<file path="src/rtl/core/floppy_sector_record_parser_assert.svh">
// assertion macros for the sector record parser
`ifndef FLOPPY_SECTOR_RECORD_PARSER_ASSERT_SVH
`define FLOPPY_SECTOR_RECORD_PARSER_ASSERT_SVH

`ifndef ASSERT_OFF

`define FSRP_ASSERT_IMPL(label, clk, rst_n, ante, cons) \
    label: assert property (@(posedge clk) disable iff (!rst_n) (ante) |-> (cons)) \
        else $error("fsrp assertion failed");

`define FSRP_ASSERT_NEXT(label, clk, rst_n, ante, cons) \
    label: assert property (@(posedge clk) disable iff (!rst_n) (ante) |=> (cons)) \
        else $error("fsrp assertion failed");

`else

`define FSRP_ASSERT_IMPL(label, clk, rst_n, ante, cons)

`define FSRP_ASSERT_NEXT(label, clk, rst_n, ante, cons)

`endif

`endif

</file>
<file path="src/rtl/core/fsrp_pkg.sv">
package fsrp_pkg;

    localparam int unsigned MAX_SIZE_CODE_DEF = 7;
    localparam int unsigned BLOCK_BASE = 128;

    localparam logic [7:0] SYNC_BYTE    = 8'ha1;
    localparam logic [7:0] MARK_ID      = 8'hfe;
    localparam logic [7:0] MARK_DATA_LO = 8'hf8;
    localparam logic [7:0] MARK_DATA_HI = 8'hfb;

    localparam logic [15:0] CRC_INIT = 16'hffff;
    localparam logic [15:0] CRC_POLY = 16'h1021;

    localparam logic [1:0] KIND_HEADER    = 2'd0;
    localparam logic [1:0] KIND_DATA_BYTE = 2'd1;
    localparam logic [1:0] KIND_DATA_STAT = 2'd2;

    localparam logic [2:0] ST_HDR_OK      = 3'd0;
    localparam logic [2:0] ST_HDR_CRC_BAD = 3'd1;
    localparam logic [2:0] ST_HDR_IGNORED = 3'd2;
    localparam logic [2:0] ST_DATA_OK     = 3'd3;
    localparam logic [2:0] ST_DATA_BAD    = 3'd4;

    localparam logic [2:0] REG_PHYS_TRACK   = 3'd0;
    localparam logic [2:0] REG_PHYS_SIDE    = 3'd1;
    localparam logic [2:0] REG_IGNORE_TRACK = 3'd2;
    localparam logic [2:0] REG_IGNORE_SIDE  = 3'd3;
    localparam logic [2:0] REG_INVERT_SIDE  = 3'd4;
    localparam logic [2:0] REG_SKIP_ENABLE  = 3'd5;
    localparam logic [2:0] REG_SKIP_NUMBER  = 3'd6;

    typedef struct packed {
        logic [7:0] phys_track;
        logic       phys_side;
        logic       track_from_phys;
        logic       side_from_phys;
        logic       side_flip;
        logic       skip_sector_enable;
        logic [7:0] skip_sector_number;
    } cfg_t;

    typedef struct packed {
        logic [1:0] result_kind;
        logic [7:0] payload_byte;
        logic [7:0] log_track;
        logic [7:0] log_side;
        logic [7:0] log_sector;
        logic [2:0] size_code;
        logic [2:0] status;
        logic       last;
    } res_t;

endpackage

</file>
<file path="src/rtl/core/fsrp_cfg.sv">
module fsrp_cfg
    import fsrp_pkg::*;
(
    input  logic       clk,
    input  logic       rst_n,
    input  logic       cfg_valid,
    output logic       cfg_ready,
    input  logic [2:0] cfg_index,
    input  logic [7:0] cfg_data,
    output cfg_t       cfg
);

    cfg_t cfg_reg;
    cfg_t cfg_next;

    assign cfg_ready = 1'b1;
    assign cfg = cfg_reg;

    always_comb
    begin
        cfg_next = cfg_reg;
        if (cfg_valid)
        begin
            case (cfg_index)
                REG_PHYS_TRACK:   cfg_next.phys_track = cfg_data;
                REG_PHYS_SIDE:    cfg_next.phys_side = cfg_data[0];
                REG_IGNORE_TRACK: cfg_next.track_from_phys = cfg_data[0];
                REG_IGNORE_SIDE:  cfg_next.side_from_phys = cfg_data[0];
                REG_INVERT_SIDE:  cfg_next.side_flip = cfg_data[0];
                REG_SKIP_ENABLE:  cfg_next.skip_sector_enable = cfg_data[0];
                REG_SKIP_NUMBER:  cfg_next.skip_sector_number = cfg_data;
                default:          cfg_next = cfg_reg;
            endcase
        end
    end

    always_ff @(posedge clk or negedge rst_n)
    begin
        if (!rst_n)
        begin
            cfg_reg <= '0;
        end
        else
        begin
            cfg_reg <= cfg_next;
        end
    end

endmodule

</file>
<file path="src/rtl/core/fsrp_parser.sv">
module fsrp_parser
    import fsrp_pkg::*;
#(
    parameter int unsigned MAX_SIZE_CODE = MAX_SIZE_CODE_DEF
)
(
    input  logic       clk,
    input  logic       rst_n,
    input  logic       in_valid,
    input  logic       record_start,
    input  logic [7:0] disk_byte,
    input  cfg_t       cfg,
    output logic       res_valid,
    output res_t       res
);

    localparam int unsigned CNT_W = $clog2((BLOCK_BASE << MAX_SIZE_CODE) + 2);

    localparam logic [2:0] PH_IDLE = 3'd0;
    localparam logic [2:0] PH_SYNC = 3'd1;
    localparam logic [2:0] PH_MARK = 3'd2;
    localparam logic [2:0] PH_HDR  = 3'd3;
    localparam logic [2:0] PH_DATA = 3'd4;

    function automatic logic [15:0] crc_update(input logic [15:0] crc_in,
                                               input logic [7:0] b);
        logic [15:0] c;
        c = crc_in ^ {b, 8'h00};
        for (int i = 0; i < 8; i++)
        begin
            c = c[15] ? ({c[14:0], 1'b0} ^ CRC_POLY) : {c[14:0], 1'b0};
        end
        return c;
    endfunction

    logic [2:0]       phase_reg,    phase_next;
    logic [CNT_W-1:0] count_reg,    count_next;
    logic [15:0]      crc_reg,      crc_next;
    logic [1:0]       sync_reg,     sync_next;
    logic [7:0]       track_reg,    track_next;
    logic [7:0]       side_reg,     side_next;
    logic [7:0]       sector_reg,   sector_next;
    logic [2:0]       size_reg,     size_next;
    logic             seen_reg,     seen_next;
    logic [7:0]       crc_hi_reg,   crc_hi_next;

    logic [15:0]      crc_upd;
    logic [15:0]      crc_want;
    logic [CNT_W-1:0] data_len;
    logic [2:0]       size_sat;
    logic [2:0]       mark_phase;
    logic [2:0]       hdr_status;

    assign crc_upd  = crc_update(record_start ? CRC_INIT : crc_reg, disk_byte);
    assign crc_want = {crc_hi_reg, disk_byte};
    assign data_len = CNT_W'(BLOCK_BASE) << size_reg;
    assign size_sat = (disk_byte > 8'(MAX_SIZE_CODE)) ? 3'(MAX_SIZE_CODE) : disk_byte[2:0];

    always_comb
    begin
        if (disk_byte == MARK_ID)
        begin
            mark_phase = PH_HDR;
        end
        else if ((disk_byte inside {[MARK_DATA_LO:MARK_DATA_HI]}) && seen_reg)
        begin
            mark_phase = PH_DATA;
        end
        else
        begin
            mark_phase = PH_IDLE;
        end
    end

    always_comb
    begin
        phase_next  = phase_reg;
        count_next  = count_reg;
        crc_next    = crc_reg;
        sync_next   = sync_reg;
        track_next  = track_reg;
        side_next   = side_reg;
        sector_next = sector_reg;
        size_next   = size_reg;
        seen_next   = seen_reg;
        crc_hi_next = crc_hi_reg;
        res_valid   = 1'b0;
        res         = '0;
        hdr_status  = ST_HDR_OK;

        if (in_valid)
        begin
            if (record_start)
            begin
                crc_next = crc_upd;
                if (disk_byte == SYNC_BYTE)
                begin
                    phase_next = PH_SYNC;
                    sync_next  = 2'd2;
                end
                else
                begin
                    count_next = '0;
                    phase_next = mark_phase;
                end
            end
            else
            begin
                case (phase_reg)
                    PH_SYNC:
                    begin
                        crc_next  = crc_upd;
                        sync_next = sync_reg - 2'd1;
                        if (sync_reg == 2'd1)
                        begin
                            phase_next = PH_MARK;
                        end
                    end
                    PH_MARK:
                    begin
                        crc_next   = crc_upd;
                        count_next = '0;
                        phase_next = mark_phase;
                    end
                    PH_HDR:
                    begin
                        if (count_reg < CNT_W'(4))
                        begin
                            crc_next   = crc_upd;
                            count_next = count_reg + CNT_W'(1);
                            case (count_reg[1:0])
                                2'd0:    track_next = disk_byte;
                                2'd1:    side_next = disk_byte;
                                2'd2:    sector_next = disk_byte;
                                default: size_next = size_sat;
                            endcase
                        end
                        else if (count_reg == CNT_W'(4))
                        begin
                            crc_hi_next = disk_byte;
                            count_next  = count_reg + CNT_W'(1);
                        end
                        else
                        begin
                            hdr_status = (crc_want == crc_reg) ? ST_HDR_OK : ST_HDR_CRC_BAD;
                            side_next  = (cfg.side_from_phys ? {7'd0, cfg.phys_side}
                                                             : side_reg)
                                         ^ {7'd0, cfg.side_flip};
                            if (cfg.track_from_phys)
                            begin
                                track_next = cfg.phys_track;
                            end
                            if (cfg.skip_sector_enable && (sector_reg == cfg.skip_sector_number))
                            begin
                                hdr_status = ST_HDR_IGNORED;
                            end
                            seen_next       = (hdr_status == ST_HDR_OK);
                            phase_next      = PH_IDLE;
                            count_next      = '0;
                            res_valid       = 1'b1;
                            res.result_kind = KIND_HEADER;
                            res.log_track   = track_next;
                            res.log_side    = side_next;
                            res.log_sector  = sector_reg;
                            res.size_code   = size_reg;
                            res.status      = hdr_status;
                            res.last        = 1'b1;
                        end
                    end
                    PH_DATA:
                    begin
                        res.log_track  = track_reg;
                        res.log_side   = side_reg;
                        res.log_sector = sector_reg;
                        res.size_code  = size_reg;
                        if (count_reg < data_len)
                        begin
                            crc_next         = crc_upd;
                            count_next       = count_reg + CNT_W'(1);
                            res_valid        = 1'b1;
                            res.result_kind  = KIND_DATA_BYTE;
                            res.payload_byte = disk_byte;
                        end
                        else if (count_reg == data_len)
                        begin
                            crc_hi_next = disk_byte;
                            count_next  = count_reg + CNT_W'(1);
                        end
                        else
                        begin
                            seen_next       = 1'b0;
                            phase_next      = PH_IDLE;
                            count_next      = '0;
                            res_valid       = 1'b1;
                            res.result_kind = KIND_DATA_STAT;
                            res.status      = (crc_want == crc_reg) ? ST_DATA_OK : ST_DATA_BAD;
                            res.last        = 1'b1;
                        end
                    end
                    default:
                    begin
                        phase_next = PH_IDLE;
                    end
                endcase
            end
        end
    end

    always_ff @(posedge clk or negedge rst_n)
    begin
        if (!rst_n)
        begin
            phase_reg  <= PH_IDLE;
            count_reg  <= '0;
            crc_reg    <= CRC_INIT;
            sync_reg   <= '0;
            track_reg  <= '0;
            side_reg   <= '0;
            sector_reg <= '0;
            size_reg   <= '0;
            seen_reg   <= 1'b0;
            crc_hi_reg <= '0;
        end
        else
        begin
            phase_reg  <= phase_next;
            count_reg  <= count_next;
            crc_reg    <= crc_next;
            sync_reg   <= sync_next;
            track_reg  <= track_next;
            side_reg   <= side_next;
            sector_reg <= sector_next;
            size_reg   <= size_next;
            seen_reg   <= seen_next;
            crc_hi_reg <= crc_hi_next;
        end
    end

endmodule

</file>
<file path="src/rtl/core/fsrp_out_buf.sv">
module fsrp_out_buf
    import fsrp_pkg::*;
(
    input  logic clk,
    input  logic rst_n,
    input  logic in_valid,
    output logic in_ready,
    input  res_t in_res,
    output logic out_valid,
    input  logic out_ready,
    output res_t out_res
);

    logic main_valid_reg, main_valid_next;
    logic skid_valid_reg, skid_valid_next;
    res_t main_reg,       main_next;
    res_t skid_reg,       skid_next;
    logic push;
    logic pop;

    assign in_ready  = !skid_valid_reg;
    assign out_valid = main_valid_reg;
    assign out_res   = main_reg;
    assign push      = in_valid && in_ready;
    assign pop       = main_valid_reg && out_ready;

    always_comb
    begin
        main_valid_next = main_valid_reg;
        skid_valid_next = skid_valid_reg;
        main_next       = main_reg;
        skid_next       = skid_reg;
        if (pop)
        begin
            if (skid_valid_reg)
            begin
                main_next       = skid_reg;
                skid_valid_next = 1'b0;
            end
            else if (push)
            begin
                main_next = in_res;
            end
            else
            begin
                main_valid_next = 1'b0;
            end
        end
        else if (push)
        begin
            if (!main_valid_reg)
            begin
                main_next       = in_res;
                main_valid_next = 1'b1;
            end
            else
            begin
                skid_next       = in_res;
                skid_valid_next = 1'b1;
            end
        end
    end

    always_ff @(posedge clk or negedge rst_n)
    begin
        if (!rst_n)
        begin
            main_valid_reg <= 1'b0;
            skid_valid_reg <= 1'b0;
        end
        else
        begin
            main_valid_reg <= main_valid_next;
            skid_valid_reg <= skid_valid_next;
        end
    end

    always_ff @(posedge clk)
    begin
        main_reg <= main_next;
        skid_reg <= skid_next;
    end

endmodule

</file>
<file path="src/rtl/core/floppy_sector_record_parser.sv">
// channel   handshake                  content
// s_*       s_tvalid / s_tready        one decoded disk byte, tuser = record start flag
// m_*       m_tvalid / m_tready        one result word, tuser = kind, tlast = record end
// cfg_*     cfg_valid / cfg_ready      register index and data, always ready
//
// one disk byte is taken per cycle while s_tready is high; the parse state, 16-bit crc and counter
// all update in the cycle the byte is accepted
// a result is registered into a two-word skid buffer (main and skid words) before it reaches m_tdata
// s_tready drops only while both buffer words are full, which only a stalled m_tready can cause
// rst_n clears parse state and registers and presets the crc to CRC_INIT; no clearing pass is needed

`include "floppy_sector_record_parser_assert.svh"

module floppy_sector_record_parser
    import fsrp_pkg::*;
#(
    parameter int unsigned MAX_SIZE_CODE = MAX_SIZE_CODE_DEF
)
(
    input  logic        clk,
    input  logic        rst_n,
    input  logic        s_tvalid,
    output logic        s_tready,
    input  logic [7:0]  s_tdata,   // disk_byte
    input  logic        s_tuser,   // record_start
    output logic        m_tvalid,
    input  logic        m_tready,
    output logic [39:0] m_tdata,   // payload_byte, log_track, log_side, log_sector,
                                   // size_code, status, zero pad
    output logic [1:0]  m_tuser,   // result_kind
    output logic        m_tlast,
    input  logic        cfg_valid,
    output logic        cfg_ready,
    input  logic [2:0]  cfg_index,
    input  logic [7:0]  cfg_data
);

    cfg_t cfg;
    res_t res;
    res_t out_res;
    logic res_valid;
    logic accept;

    logic [2:0] m_status;
    logic       out_drain;
    logic       out_data_word;
    logic       out_header_word;
    logic       data_word_ok;
    logic       header_word_ok;

    assign accept = s_tvalid && s_tready;

    fsrp_cfg u_cfg
    (
        .clk       (clk),
        .rst_n     (rst_n),
        .cfg_valid (cfg_valid),
        .cfg_ready (cfg_ready),
        .cfg_index (cfg_index),
        .cfg_data  (cfg_data),
        .cfg       (cfg)
    );

    fsrp_parser #(
        .MAX_SIZE_CODE (MAX_SIZE_CODE)
    ) u_parser
    (
        .clk          (clk),
        .rst_n        (rst_n),
        .in_valid     (accept),
        .record_start (s_tuser),
        .disk_byte    (s_tdata),
        .cfg          (cfg),
        .res_valid    (res_valid),
        .res          (res)
    );

    fsrp_out_buf u_out_buf
    (
        .clk       (clk),
        .rst_n     (rst_n),
        .in_valid  (res_valid),
        .in_ready  (s_tready),
        .in_res    (res),
        .out_valid (m_tvalid),
        .out_ready (m_tready),
        .out_res   (out_res)
    );

    assign m_tdata = {2'b00, out_res.status, out_res.size_code, out_res.log_sector,
                      out_res.log_side, out_res.log_track, out_res.payload_byte};
    assign m_tuser = out_res.result_kind;
    assign m_tlast = out_res.last;

    assign m_status        = m_tdata[37:35];
    assign out_drain       = !m_tvalid || m_tready;
    assign out_data_word   = m_tvalid && (m_tuser == KIND_DATA_BYTE);
    assign out_header_word = m_tvalid && (m_tuser == KIND_HEADER);
    assign data_word_ok    = !m_tlast && (m_status == ST_HDR_OK);
    assign header_word_ok  = m_tlast &&
                             (m_status inside {ST_HDR_OK, ST_HDR_CRC_BAD, ST_HDR_IGNORED});

    `FSRP_ASSERT_IMPL(a_stall_needs_full_out, clk, rst_n, !s_tready, m_tvalid)
    `FSRP_ASSERT_NEXT(a_stall_from_backpressure, clk, rst_n, s_tready && out_drain, s_tready)
    `FSRP_ASSERT_IMPL(a_data_byte_not_last, clk, rst_n, out_data_word, data_word_ok)
    `FSRP_ASSERT_IMPL(a_header_status, clk, rst_n, out_header_word, header_word_ok)

endmodule

</file>
<file path="config.mk">
export PLATFORM = sky130hd
export DESIGN_NAME = floppy_sector_record_parser
export DESIGN_NICKNAME = d
export VERILOG_FILES = /design/src/rtl/core/fsrp_pkg.sv /design/src/rtl/core/fsrp_cfg.sv /design/src/rtl/core/fsrp_parser.sv /design/src/rtl/core/fsrp_out_buf.sv /design/src/rtl/core/floppy_sector_record_parser.sv
export VERILOG_INCLUDE_DIRS = /design/src /design/src/rtl/core
export SDC_FILE = /design/constraint.sdc
export NUM_CORES = 1
export LEC_CHECK = 0
export CAP_MARGIN = 40
export CORE_MARGIN = 8
export CORE_UTILIZATION = 35
export DETAILED_ROUTE_END_ITERATION = 6
export DONT_BUFFER_PORTS = 1
export SLEW_MARGIN = 20
export SYNTH_ARGS = -nofsm -noshare
export SYNTH_HDL_FRONTEND = slang
export SYNTH_SLANG_ARGS = --single-unit
</file>
<file path="constraint.sdc">
create_clock -name clk -period 10.9 [get_ports clk]
set_clock_uncertainty 0.15 [all_clocks]
set_input_delay 2.18 -clock clk [delete_from_list [all_inputs] [get_ports clk]]
set_output_delay 2.18 -clock clk [all_outputs]
set_load 0.05 [all_outputs]
</file>
==> results of run 1 <==
==> placed cells by master (no fill, tap or decap), types with 5 or more instances in the layout <==
| master | synthesis | layout |
|---|---|---|
| ha_1 | 14 | 14 |
| nand2_1 | 27 | 27 |
| o21ai_0 | 10 | 10 |
| nor3b_1 | 5 | 5 |
| nor2b_1 | 7 | 7 |
| nor3_1 | 9 | 8 |
| nor2_1 | 60 | 60 |
| a22oi_1 | 9 | 9 |
| mux2_2 | 58 | 58 |
| dfrtp_1 | 79 | 79 |
| nand4b_1 | 5 | 5 |
| and2_1 | 30 | 30 |
| nand3b_1 | 5 | 5 |
| nand4_1 | 13 | 13 |
| clkbuf_16 | 0 | 17 |
| a22o_1 | 26 | 26 |
| and3_1 | 7 | 7 |
| xor2_1 | 12 | 12 |
| nand3_1 | 12 | 12 |
| a21oi_1 | 17 | 17 |
| edfxtp_1 | 82 | 82 |
| xnor2_1 | 54 | 54 |
| a21o_1 | 37 | 37 |
| o22ai_1 | 8 | 8 |
| dfstp_2 | 16 | 16 |
| nor4_1 | 8 | 8 |
| inv_1 | 7 | 7 |
==> metal layers <==
metal | vias up | track usage
li1 | 2528 | -
met1 | 2640 | 0.177
met2 | 119 | 0.213
met3 | 18 | 0.0388
met4 | 2 | 0.0416
met5 | - | 0
==> power by group <==
part           total, mW  switching, mW  internal, mW
logic              0.208         0.0792         0.129
registers          0.829         0.0604         0.768
clock network      0.573          0.258         0.315
==> through the flow <==
| stage | utilization | cells | cell area, µm² | power (mW) |
|---|---|---|---|---|
| 3_5_place_dp | 0.367 | 990 | 8860 | 1.05 |
| 5_1_grt | 0.390 | 1023 | 9420 | 1.69 |
| 6_report | 0.390 | 1023 | 9420 | 1.61 |
| 4_1_cts | 0.389 | 1022 | 9410 | 1.63 |
| 2_1_floorplan | - | 702 | 8560 | 1.02 |
| 3_3_place_gp | 0.366 | 989 | 8850 | 1.05 |
==> final cells by class <==
class / instances / area share
flip-flops and latches: 177 / 0.516
multi-input cells: 477 / 0.375
clock buffers: 20 / 0.0463
well taps: 324 / 0.0430
clock inverters: 12 / 0.0113
repair buffers: 6 / 0.00531
inverters: 7 / 0.00279
==> path summary, 6_finish.rpt <==
check / startpoint / to / slack (ps) / cells after the start
setup / recovery: s_tvalid / u_out_buf.skid_reg[7] / 6100 / 6
hold / removal: u_out_buf.skid_reg[13] / u_out_buf.out_res[13] / 370 / 1
setup reg to reg: u_parser.size_reg[1] / u_out_buf.skid_reg[7] / 7210 / 8
hold reg to reg: u_out_buf.skid_reg[13] / u_out_buf.out_res[13] / 370 / 1
max in group asynchronous: rst_n / u_parser.crc_reg[5] / 9060 / 0
min in group asynchronous: rst_n / u_parser.side_reg[2] / 1300 / 0
==> worst max-delay path, cell delays in order <==
cell	delay (ps)
nor2b_1	370
nand2b_1	290
a21o_1	440
o21bai_1	370
nor3_4	610
buf_4	460
==> cell families after synthesis <==
| group | synth area share |
|---|---|
| AOI/OAI and AO/OA | 0.111 |
| muxes | 0.0775 |
| and+or+nand+nor | 0.132 |
| DFF | 0.568 |
| adders and majority gates | 0.0205 |
| other | 0.000877 |
| xor gates and xnor gates | 0.0675 |
| buffers and inverters | 0.0229 |
==> impl_metrics.prom, run 1 <==
# TYPE chip_impl_metric gauge
chip_impl_metric{name="final_max_slew_viol_count",unit=""} 0
chip_impl_metric{name="area_delta_synth_final",unit="%"} 10.1
chip_impl_info{name="synthFlopType",value="edfxtp_1"} 1
chip_impl_metric{name="cts.hold.buffers_added",unit=""} 0
chip_impl_metric{name="critical_path_peak_fanout",unit=""} 26
chip_impl_info{name="top_signal_layer_used",value="met5"} 1
chip_impl_info{name="critical_path.endpoint_type",value="register"} 1
chip_impl_metric{name="netlist_instances",unit=""} 701
chip_impl_metric{name="setup_violations",unit=""} 0
chip_impl_metric{name="drt_iter0_drc",unit=""} 463
chip_impl_metric{name="p_leak",unit="nW"} 3.85
chip_impl_metric{name="routed-wl-met3",unit="µm"} 1010
chip_impl_info{name="synth.most_common_cell",value="edfxtp_1"} 1
chip_impl_metric{name="number_of_warnings_issued_by_yosys",unit=""} 0
chip_impl_metric{name="num_io_pins",unit=""} 71
chip_impl_metric{name="vias_per_cell",unit=""} 5.19
chip_impl_metric{name="tritoncts.num_buffers",unit=""} 17
chip_impl_metric{name="number_of_fillers_in_the_final_layout",unit=""} 2296
chip_impl_info{name="setup_repair_after_global_routing_missed_its_margin",value="false"} 1
chip_impl_metric{name="die_height",unit="µm"} 172
chip_impl_info{name="netlist.top_cell.by_area",value="edfxtp_1"} 1
chip_impl_metric{name="overflow",unit=""} 0
chip_impl_metric{name="largest_net_degree_at_the_start_of_global_routing",unit=""} 96
chip_impl_metric{name="numClockSinks",unit=""} 177
chip_impl_metric{name="clock.fmax",unit="MHz"} 208
chip_impl_info{name="cts_tree",value="done"} 1
chip_impl_metric{name="area_taken_by_multi_input_logic_gates",unit="µm²"} 3540
chip_impl_metric{name="synth_sequential_area_ratio",unit=""} 0.568
chip_impl_info{name="status",value="completed"} 1
chip_impl_metric{name="slew_headroom",unit=""} 0.487
chip_impl_metric{name="synth_edf_count",unit=""} 82
chip_impl_info{name="worstSetupStartpointType",value="input pin"} 1
chip_impl_metric{name="remaining_antenna_violation_count",unit=""} 0
chip_impl_metric{name="ctsResizeCount",unit=""} 0
chip_impl_metric{name="rows",unit=""} 57
chip_impl_metric{name="drt-total-wl",unit="µm"} 19400
chip_impl_metric{name="wl_per_cell",unit="µm"} 18.9
chip_impl_metric{name="detail_route.first_pass.iterations",unit=""} 5
chip_impl_metric{name="pwr_per_cell_area",unit="nW/µm²"} 171
chip_impl_metric{name="fp.dieW",unit="µm"} 172
chip_impl_metric{name="yosysUniqueCellTypes",unit=""} 60
chip_impl_metric{name="finalSetupTns",unit="ps"} 0
chip_impl_metric{name="die_area",unit="µm²"} 29700
chip_impl_metric{name="cts_max_level",unit=""} 4
chip_impl_metric{name="period_minus_slack",unit="ps"} 4800
chip_impl_metric{name="worst_ep_arrival_time",unit="ps"} 4750
chip_impl_metric{name="yosys.area.top_type_share",unit=""} 0.288
chip_impl_info{name="min-delay-path-class",value="register to register"} 1
chip_impl_metric{name="timing.final.hold_violations",unit=""} 0
chip_impl_metric{name="postSynth.asyncResetShare",unit=""} 0.537
chip_impl_metric{name="synthesis.area",unit="µm²"} 8560
chip_impl_metric{name="drive_gt1_frac",unit=""} 0.172
chip_impl_metric{name="place_hpwl",unit="µm"} 13100
chip_impl_metric{name="wl_met2",unit="µm"} 9130
chip_impl_info{name="synth.top_cells.by_count",value="edfxtp_1 (82), dfrtp_1 (79), nor2_1 (60), mux2_2 (58), xnor2_1 (54)"} 1
chip_impl_metric{name="worst_slack",unit="ps"} 6100
chip_impl_metric{name="post_cts.repair.setup_buffers",unit=""} 0
chip_impl_metric{name="hold_ws",unit="ps"} 375
chip_impl_metric{name="postSynthRegisterBits",unit=""} 177
chip_impl_info{name="worst-setup-path-type",value="input pin to register"} 1
chip_impl_metric{name="vias",unit=""} 5307
chip_impl_metric{name="ir_worst_vdd",unit="µV"} 76.6
chip_impl_metric{name="gp_routability_congestion",unit=""} 0.809
chip_impl_info{name="ys_top_cells_by_area",value="edfxtp_1 (29%), dfrtp_1 (23%), mux2_2 (7.6%)"} 1
chip_impl_metric{name="port-buffer-count",unit=""} 0
chip_impl_metric{name="layout.area.seq",unit="µm²"} 4860
chip_impl_metric{name="core-area",unit="µm²"} 24200
chip_impl_metric{name="clock_path_buffers",unit=""} 2
chip_impl_metric{name="initial_core_utilization",unit=""} 0.354
chip_impl_metric{name="remaining_drc_errors",unit=""} 0
chip_impl_metric{name="grt_pass1_vias",unit=""} 5352
chip_impl_metric{name="syn_area_per_cell",unit="µm²"} 12.2
chip_impl_metric{name="clock_latency",unit="ps"} 430
chip_impl_metric{name="drv.max_cap_violation_count",unit=""} 0
chip_impl_metric{name="clk_transition_reported_paths",unit="ps"} 70
chip_impl_metric{name="gr-usage-all-layers",unit=""} 0.135
chip_impl_metric{name="critPathRequiredTime",unit="ps"} 10850
chip_impl_metric{name="num_antenna_cells",unit=""} 0
chip_impl_metric{name="timing.final.crit_share",unit=""} 0.440
chip_impl_metric{name="grt_antenna_before_repair",unit=""} 1
chip_impl_metric{name="num-nets-final",unit=""} 725
chip_impl_metric{name="routedLengthMet1",unit="µm"} 8940
chip_impl_info{name="clk_root_buffer_cell",value="clkbuf_16"} 1
chip_impl_metric{name="detailedPlace.worstSlack",unit="ps"} 5630
chip_impl_metric{name="tightest_slew",unit="ps"} 769
chip_impl_metric{name="global_route_wire_length_before_repair",unit="µm"} 30400
Note: power is estimated with default switching activity, not from simulation.
==> run 2, diff against run 1 <==
==> constraint.sdc (replaced) <==
create_clock -name clk -period 4 [get_ports clk]
set_clock_uncertainty 0.15 [all_clocks]
set_input_delay 0.8 -clock clk [delete_from_list [all_inputs] [get_ports clk]]
set_output_delay 0.8 -clock clk [all_outputs]
set_load 0.05 [all_outputs]
==> run 2 against run 1 <==
Effect of this change: critical path depth rose by 2; setup slack got worse by 5200 ps; cell count up 0.88%; critical endpoint is now u_out_buf.skid_reg[6].
==> impl_metrics.prom, run 2 (synthesized netlist as in run 1, its figures left out) <==
# TYPE chip_impl_metric gauge
chip_impl_info{name="status",value="completed"} 1
chip_impl_metric{name="overflow",unit=""} 0
chip_impl_metric{name="worst_ep_arrival_time",unit="ps"} 3080
chip_impl_metric{name="finalSetupTns",unit="ps"} 0
chip_impl_metric{name="grt_antenna_before_repair",unit=""} 0
chip_impl_metric{name="setup_violations",unit=""} 0
chip_impl_metric{name="die_height",unit="µm"} 172
chip_impl_metric{name="worst_slack",unit="ps"} 853
chip_impl_metric{name="num_antenna_cells",unit=""} 0
chip_impl_metric{name="fp.dieW",unit="µm"} 172
chip_impl_metric{name="vias_per_cell",unit=""} 5.21
chip_impl_metric{name="gp_routability_congestion",unit=""} 0.800
chip_impl_metric{name="num-nets-final",unit=""} 734
chip_impl_metric{name="wl_per_cell",unit="µm"} 19.4
chip_impl_metric{name="p_leak",unit="nW"} 3.89
chip_impl_metric{name="gr-usage-all-layers",unit=""} 0.137
chip_impl_info{name="clk_root_buffer_cell",value="clkbuf_16"} 1
chip_impl_metric{name="detail_route.first_pass.iterations",unit=""} 5
chip_impl_metric{name="period_minus_slack",unit="ps"} 3150
chip_impl_metric{name="tritoncts.num_buffers",unit=""} 17
chip_impl_metric{name="drt-total-wl",unit="µm"} 20000
chip_impl_metric{name="pwr_per_cell_area",unit="nW/µm²"} 474
chip_impl_info{name="worst-setup-path-type",value="register to register"} 1
chip_impl_metric{name="detailedPlace.worstSlack",unit="ps"} 833
chip_impl_metric{name="remaining_antenna_violation_count",unit=""} 0
chip_impl_metric{name="rows",unit=""} 57
chip_impl_metric{name="number_of_fillers_in_the_final_layout",unit=""} 2238
chip_impl_metric{name="vias",unit=""} 5378
chip_impl_metric{name="num_io_pins",unit=""} 71
chip_impl_info{name="min-delay-path-class",value="input pin to async pin"} 1
chip_impl_metric{name="die_area",unit="µm²"} 29700
chip_impl_metric{name="initial_core_utilization",unit=""} 0.354
chip_impl_metric{name="critical_path_peak_fanout",unit=""} 30
chip_impl_metric{name="area_delta_synth_final",unit="%"} 12.0
chip_impl_metric{name="port-buffer-count",unit=""} 0
chip_impl_metric{name="slew_headroom",unit=""} 0.470
chip_impl_metric{name="timing.final.crit_share",unit=""} 0.787
chip_impl_metric{name="timing.critical_path.slowest_cell_delay",unit="ps"} 500
chip_impl_info{name="critical_path.endpoint_type",value="register"} 1
chip_impl_metric{name="clock.fmax",unit="MHz"} 318
chip_impl_metric{name="core-area",unit="µm²"} 24200
chip_impl_metric{name="post_cts.repair.setup_buffers",unit=""} 0
chip_impl_metric{name="drt_iter0_drc",unit=""} 359
chip_impl_metric{name="drv.max_cap_violation_count",unit=""} 0
chip_impl_info{name="worstSetupStartpointType",value="register"} 1
chip_impl_metric{name="numClockSinks",unit=""} 177
chip_impl_metric{name="final-instance-count-excl-fill",unit=""} 1032
chip_impl_info{name="most-common-layout-cells",value="edfxtp_1 (82), dfrtp_1 (79), nor2_1 (60)"} 1
chip_impl_info{name="setup_repair_after_global_routing_missed_its_margin",value="false"} 1
chip_impl_metric{name="critPathRequiredTime",unit="ps"} 3930
chip_impl_metric{name="clock_path_buffers",unit=""} 2
chip_impl_metric{name="timing.final.hold_violations",unit=""} 0
chip_impl_info{name="commonest_non_fill_non_tap_cell_in_the_layout",value="edfxtp_1"} 1
chip_impl_metric{name="place_hpwl",unit="µm"} 13600
chip_impl_info{name="series_of_cell_instances_along_the_critical_path",value="or3b_2 > ha_1 > nand3_1 > nor4_4 > nor2_1 > o21bai_1 > nor3_4 > buf_4"} 1
chip_impl_metric{name="tightest_slew",unit="ps"} 788
chip_impl_metric{name="ir_worst_vdd",unit="µV"} 260
chip_impl_metric{name="largest_net_degree_at_the_start_of_global_routing",unit=""} 80
chip_impl_metric{name="layout.area.seq",unit="µm²"} 4860
chip_impl_metric{name="remaining_drc_errors",unit=""} 0
chip_impl_metric{name="finalPower",unit="mW"} 4.54
chip_impl_metric{name="hold_ws",unit="ps"} 67.5
chip_impl_metric{name="drive_gt1_frac",unit=""} 0.188
chip_impl_metric{name="grt_pass1_vias",unit=""} 5246
chip_impl_metric{name="final_max_slew_viol_count",unit=""} 0
chip_impl_metric{name="numPlacedInstances",unit=""} 998
chip_impl_info{name="slowest_stage",value="or3b_2"} 1
chip_impl_metric{name="clk_transition_reported_paths",unit="ps"} 70
chip_impl_info{name="cts_tree",value="done"} 1
chip_impl_metric{name="area_taken_by_multi_input_logic_gates",unit="µm²"} 3540
chip_impl_metric{name="clock_latency",unit="ps"} 430
chip_impl_metric{name="cts_max_level",unit=""} 4
chip_impl_metric{name="global_route_wire_length_before_repair",unit="µm"} 30800
## run 2: changes by cell type in the layout (fill, tap and decap cells not counted), moves of 2 or more
cell,delta
clkbuf_1,-2
clkbuf_8,+2
clkinv_2,-2
clkinv_1,-2
clkinvlp_4,+2
buf_4,+8
## run 2: worst paths after layout
kind / startpoint / to / slack, ps / depth (start not counted)
setup reg to reg: u_parser.size_reg[0] / u_out_buf.skid_reg[6] / 850 / 8
hold reg to reg: u_cfg.cfg[12] / u_cfg.cfg[12] / 360 / 1
max in group asynchronous: rst_n / u_cfg.cfg[13] / 3240 / 1
min in group clk: m_tready / u_out_buf.skid_valid_reg / 300 / 1
hold / removal: rst_n / u_parser.crc_reg[11] / 70 / 0
setup / recovery: u_parser.size_reg[0] / u_out_buf.skid_reg[6] / 850 / 8
## run 2: what timing repair did
action                                 in CTS  in global routing
endpoints found under the hold margin      79                  0
gates resized for setup                     0                  0
hold buffers                                1                  0
## run 2: where the power goes
part,switching [mW],internal [mW]
combinational,0.233,0.354
sequential,0.164,2.09
clock,0.732,0.967
total,1.13,3.41
## run 2: final cells by class
cell class | instances | share of cell area
Sequential cell | 177 | 0.507
Tap cell | 324 | 0.0423
Clock inverter | 12 | 0.0157
Timing Repair Buffer | 15 | 0.0155
Inverter | 7 | 0.00274
Clock buffer | 20 | 0.0477
Multi-Input combinational cell | 477 | 0.369
## run 2: layer usage
layer,global-route usage,part of all wire,vias to the layer above
met2,0.221,0.48,130
met4,0.0555,0.019,0
met1,0.175,0.45,2683
met5,0,0,-
li1,-,-,2543
met3,0.0329,0.049,22
## run 2: through the flow
step                      utilization  instance area [µm²]
after floorplan                     -                 8580
after global placement          0.369                 8930
after detailed placement        0.370                 8940
after CTS                       0.396                 9580
after global routing            0.396                 9580
final                           0.396                 9580
## run 2: worst max-delay path, delay by kind of cell (launching register included)
kind	cells	cell delay (ps)
adders and majority gates	1	340
buffers and inverters	1	400
DFF	1	460
and+or+nand+nor	5	1200
AOI/OAI and AO/OA	1	240
==> run 3, diff against run 2 <==
--- a/config.mk
+++ b/config.mk
@@ -6,6 +6,7 @@
 export SDC_FILE = /design/constraint.sdc
 export NUM_CORES = 1
 export LEC_CHECK = 0
+export ABC_AREA = 1
 export CAP_MARGIN = 40
 export CORE_MARGIN = 8
 export CORE_UTILIZATION = 35
==> constraint.sdc (replaced) <==
create_clock -name clk -period 2.85 [get_ports clk]
set_clock_uncertainty 0.15 [all_clocks]
set_input_delay 0.57 -clock clk [delete_from_list [all_inputs] [get_ports clk]]
set_output_delay 0.57 -clock clk [all_outputs]
set_load 0.05 [all_outputs]
==> run 3 against run 2 <==
Effect of this change: the flow now finishes with violations (negative hold slack); utilization barely moved; non-clock buffer count rose by 7; register-to-register slack got worse by 580 ps; total power rose by 38%; count of clock-buffer cells in the layout fell by 3; wire length rose by 18%; sequential power rose by 36%; highest routed layer unchanged; worst hold slack got worse by 380 ps; setup slack got worse by 580 ps; synthesized cell count rose by 56%; cell area rose by 7.7%; cell count rose by 40%.
==> impl_metrics.prom, run 3 <==
# TYPE chip_impl_metric gauge
chip_impl_info{name="status",value="finished with violations"} 1
chip_impl_info{name="violations",value="negative hold slack"} 1
chip_impl_metric{name="timing.final.crit_share",unit=""} 0.903
chip_impl_metric{name="worst_ep_arrival_time",unit="ps"} 2530
chip_impl_metric{name="rows",unit=""} 59
chip_impl_metric{name="pwr_per_cell_area",unit="nW/µm²"} 606
chip_impl_metric{name="postSynthRegisterBits",unit=""} 177
chip_impl_metric{name="largest_net_degree_at_the_start_of_global_routing",unit=""} 96
chip_impl_metric{name="ir_worst_vdd",unit="µV"} 422
chip_impl_metric{name="clock.fmax",unit="MHz"} 388
chip_impl_metric{name="tightest_slew",unit="ps"} 789
chip_impl_metric{name="power.sequential.fraction",unit=""} 0.490
chip_impl_metric{name="adder_cell_area_share_of_the_yosys_netlist",unit=""} 0.0188
chip_impl_metric{name="gr-usage-all-layers",unit=""} 0.150
chip_impl_info{name="clk_root_buffer_cell",value="clkbuf_16"} 1
chip_impl_info{name="critical_path.endpoint_type",value="register"} 1
chip_impl_info{name="worstSetupStartpointType",value="register"} 1
chip_impl_metric{name="hold_ws",unit="ps"} -312
chip_impl_metric{name="swShare",unit=""} 0.293
chip_impl_metric{name="worst-r2r-cell-count",unit=""} 11
chip_impl_metric{name="drt-total-wl",unit="µm"} 23600
chip_impl_metric{name="clkPwrFrac",unit=""} 0.383
chip_impl_metric{name="final-instance-count-excl-fill",unit=""} 1441
chip_impl_metric{name="drive_gt1_frac",unit=""} 0.104
chip_impl_metric{name="remaining_drc_errors",unit=""} 0
chip_impl_metric{name="clock_latency",unit="ps"} 430
chip_impl_info{name="netlist.top_cell.by_area",value="edfxtp_1"} 1
chip_impl_metric{name="synth_mux_area_frac",unit=""} 0
chip_impl_info{name="synthFlopType",value="edfxtp_1"} 1
chip_impl_metric{name="timing.final.hold_violations",unit=""} 95
chip_impl_metric{name="finalSetupTns",unit="ps"} 0
chip_impl_info{name="worst_setup_path_endpoint",value="u_out_buf.out_res[17]"} 1
chip_impl_info{name="cts_tree",value="done"} 1
chip_impl_metric{name="global_route_wire_length_before_repair",unit="µm"} 37500
chip_impl_info{name="r2r-end",value="u_out_buf.out_res[17]"} 1
chip_impl_metric{name="tritoncts.num_buffers",unit=""} 17
chip_impl_metric{name="yosysUniqueCellTypes",unit=""} 43
chip_impl_metric{name="comb_power_share",unit=""} 0.127
chip_impl_metric{name="num_antenna_cells",unit=""} 0
chip_impl_metric{name="vias",unit=""} 7256
chip_impl_metric{name="timing.critical_path.buf_inv",unit=""} 3
chip_impl_metric{name="area_taken_by_multi_input_logic_gates",unit="µm²"} 3740
chip_impl_metric{name="vias_per_cell",unit=""} 5.04
chip_impl_metric{name="cts_max_level",unit=""} 4
chip_impl_metric{name="final_max_slew_viol_count",unit=""} 0
chip_impl_metric{name="drt_iter0_drc",unit=""} 601
chip_impl_metric{name="area_fraction_in_and_or_nand_and_nor_cells_after_synthesis",unit=""} 0.229
chip_impl_info{name="most-common-layout-cells",value="nand2_1 (250), inv_1 (120), o21ai_0 (111)"} 1
chip_impl_info{name="synth.most_common_cell",value="nand2_1"} 1
chip_impl_info{name="commonest_non_fill_non_tap_cell_in_the_layout",value="nand2_1"} 1
chip_impl_metric{name="area_delta_synth_final",unit="%"} 11.1
chip_impl_metric{name="num_io_pins",unit=""} 71
chip_impl_metric{name="finalPower",unit="mW"} 6.26
chip_impl_metric{name="clk_transition_reported_paths",unit="ps"} 80
chip_impl_metric{name="die_area",unit="µm²"} 32000
chip_impl_metric{name="drv.max_cap_violation_count",unit=""} 0
chip_impl_metric{name="gp_routability_congestion",unit=""} 0.848
chip_impl_metric{name="power_switching",unit="mW"} 1.83
chip_impl_metric{name="detail_route.first_pass.iterations",unit=""} 5
chip_impl_metric{name="layout.area.seq",unit="µm²"} 4860
chip_impl_metric{name="synthesis.area",unit="µm²"} 9300
chip_impl_metric{name="number_of_fillers_in_the_final_layout",unit=""} 2629
chip_impl_metric{name="numPlacedInstances",unit=""} 1409
chip_impl_metric{name="period_minus_slack",unit="ps"} 2570
chip_impl_metric{name="intPower",unit="mW"} 4.43
chip_impl_info{name="setup_repair_after_global_routing_missed_its_margin",value="false"} 1
chip_impl_metric{name="synth_edf_count",unit=""} 82
chip_impl_metric{name="initial_core_utilization",unit=""} 0.357
chip_impl_metric{name="postSynth.asyncResetShare",unit=""} 0.537
chip_impl_metric{name="synth_sequential_area_ratio",unit=""} 0.523
chip_impl_metric{name="number_of_warnings_issued_by_yosys",unit=""} 0
chip_impl_info{name="worst-setup-path-type",value="register to register"} 1
chip_impl_info{name="origin_of_the_worst_setup_path",value="u_parser.size_reg[1]"} 1
chip_impl_metric{name="fp.dieW",unit="µm"} 179
chip_impl_info{name="synth.top_cells.by_count",value="nand2_1 (251), inv_1 (120), o21ai_0 (112), nor2_1 (109), nand3_1 (93)"} 1
chip_impl_info{name="series_of_cell_instances_along_the_critical_path",value="inv_1 > nand3_1 > ha_1 > nand2_1 > inv_1 > nand2_1 > nor2_1 > a21oi_2 > o21ai_2 > a21oi_4 > buf_12"} 1
chip_impl_info{name="ys_top_cells_by_area",value="edfxtp_1 (26%), dfrtp_1 (21%), nand2_1 (10%)"} 1
chip_impl_metric{name="slew_headroom",unit=""} 0.468
chip_impl_metric{name="core-area",unit="µm²"} 26100
chip_impl_metric{name="worst_slack",unit="ps"} 276
chip_impl_metric{name="clock_path_buffers",unit=""} 2
chip_impl_metric{name="die_height",unit="µm"} 179
chip_impl_metric{name="timing.critical_path.slowest_cell_delay",unit="ps"} 450
chip_impl_metric{name="yosys.area.top_type_share",unit=""} 0.265
chip_impl_metric{name="critical_path_peak_fanout",unit=""} 41
chip_impl_metric{name="wl_per_cell",unit="µm"} 16.4
chip_impl_metric{name="remaining_antenna_violation_count",unit=""} 0
chip_impl_info{name="reg2reg_from",value="u_parser.size_reg[1]"} 1
chip_impl_info{name="synth_top_family_by_area",value="simple AND/OR/NAND/NOR gates"} 1
chip_impl_metric{name="grt_antenna_before_repair",unit=""} 0
chip_impl_metric{name="path_depth",unit=""} 11
chip_impl_metric{name="regToRegSetupSlack",unit="ps"} 280
chip_impl_metric{name="syn_area_per_cell",unit="µm²"} 8.50
chip_impl_metric{name="port-buffer-count",unit=""} 0
chip_impl_info{name="min-delay-path-class",value="input pin to async pin"} 1
chip_impl_metric{name="setup_violations",unit=""} 0
chip_impl_metric{name="netlist_instances",unit=""} 1093
chip_impl_metric{name="numClockSinks",unit=""} 177
chip_impl_metric{name="place_hpwl",unit="µm"} 17000
chip_impl_info{name="slowest_stage",value="dfrtp_1"} 1
chip_impl_metric{name="detailedPlace.worstSlack",unit="ps"} 188
chip_impl_metric{name="synth_compound_gate_area_share",unit=""} 0.105
chip_impl_info{name="critical_path.top_delay_family",value="compound AO/OA/AOI/OAI gates"} 1
chip_impl_metric{name="critPathRequiredTime",unit="ps"} 2810
chip_impl_metric{name="grt_pass1_vias",unit=""} 6802
chip_impl_metric{name="synth_xor_area_frac",unit=""} 0.0447
chip_impl_metric{name="p_leak",unit="nW"} 4.69
chip_impl_metric{name="num-nets-final",unit=""} 1132
chip_impl_metric{name="overflow",unit=""} 0
## run 3: changes by cell type after synthesis, moves of 14 or more
cell / change
nand3_1: +81
nor2_1: +49
o21ai_0: +102
xnor2_1: -39
mux2_2: -58
nand2_1: +224
inv_1: +113
a22o_1: -26
a21o_1: -37
clkbuf_1: -14
and2_1: -30
## run 3: layout make-up
type,count,share of cell area
clock buffer,17,0.0412
clock inverter,15,0.0188
inverter,133,0.0483
multi-input combinational,742,0.362
sequential,177,0.471
tap,335,0.0406
timing repair buffer,22,0.0184
## run 3: what timing repair did
item | 4_1_cts | 5_1_grt
resized for setup | 0 | 2
endpoints found under the hold margin | 95 | 95
setup buffers | 0 | 0
endpoints found under the setup margin | 0 | 8
## run 3: cells by family after synthesis
group,Yosys count
other,2
buffers and inverters,175
AOI/OAI and AO/OA,179
adders and majority gates,14
and+or+nand+nor,502
DFF,177
xor gates and xnor gates,44
## run 3: per-stage QoR
step,util,hold slack (ps),cell area [µm²]
3_3_place_gp,0.372,137,9700
5_1_grt,0.396,-335,10300
3_5_place_dp,0.372,137,9700
2_1_floorplan,-,124,9320
4_1_cts,0.396,-332,10300
6_report,0.396,-312,10300
## run 3: power by group through the flow
stage	sequential [mW]	clock, mW	combinational (mW)
finish	3.07	2.40	0.794
floorplan	3.05	0	0.681
global route	3.09	2.57	0.907
global placement	3.11	0	0.788
detailed placement	3.12	0	0.796
CTS	3.06	2.44	0.803
## run 3: per-layer routing
layer	track usage	wire (µm)	up-vias
met1	0.213	11200	3440
li1	-	-	3579
met3	0.0280	1630	17
met4	0.0448	262	0
met5	0	0	-
met2	0.228	10500	220
## run 3: how the worst min path moves through the flow
stage | start | to | slack (ps)
6_report | rst_n | u_parser.crc_hi_reg[4] | -310
5_1_grt | rst_n | u_parser.crc_hi_reg[4] | -330
4_1_cts | rst_n | u_parser.crc_hi_reg[4] | -330
3_5_place_dp | rst_n | u_parser.crc_hi_reg[4] | 140
3_3_place_gp | rst_n | u_parser.crc_hi_reg[4] | 140
2_1_floorplan | rst_n | u_cfg.cfg[0] | 120
## run 3: worst register-to-register path, stage by stage, from the launching register on
cell	delay [ps]
dfrtp_1	450
inv_1	160
nand3_1	90
ha_1	330
nand2_1	90
inv_1	40
nand2_1	50
nor2_1	50
a21oi_2	220
o21ai_2	160
a21oi_4	190
buf_12	250
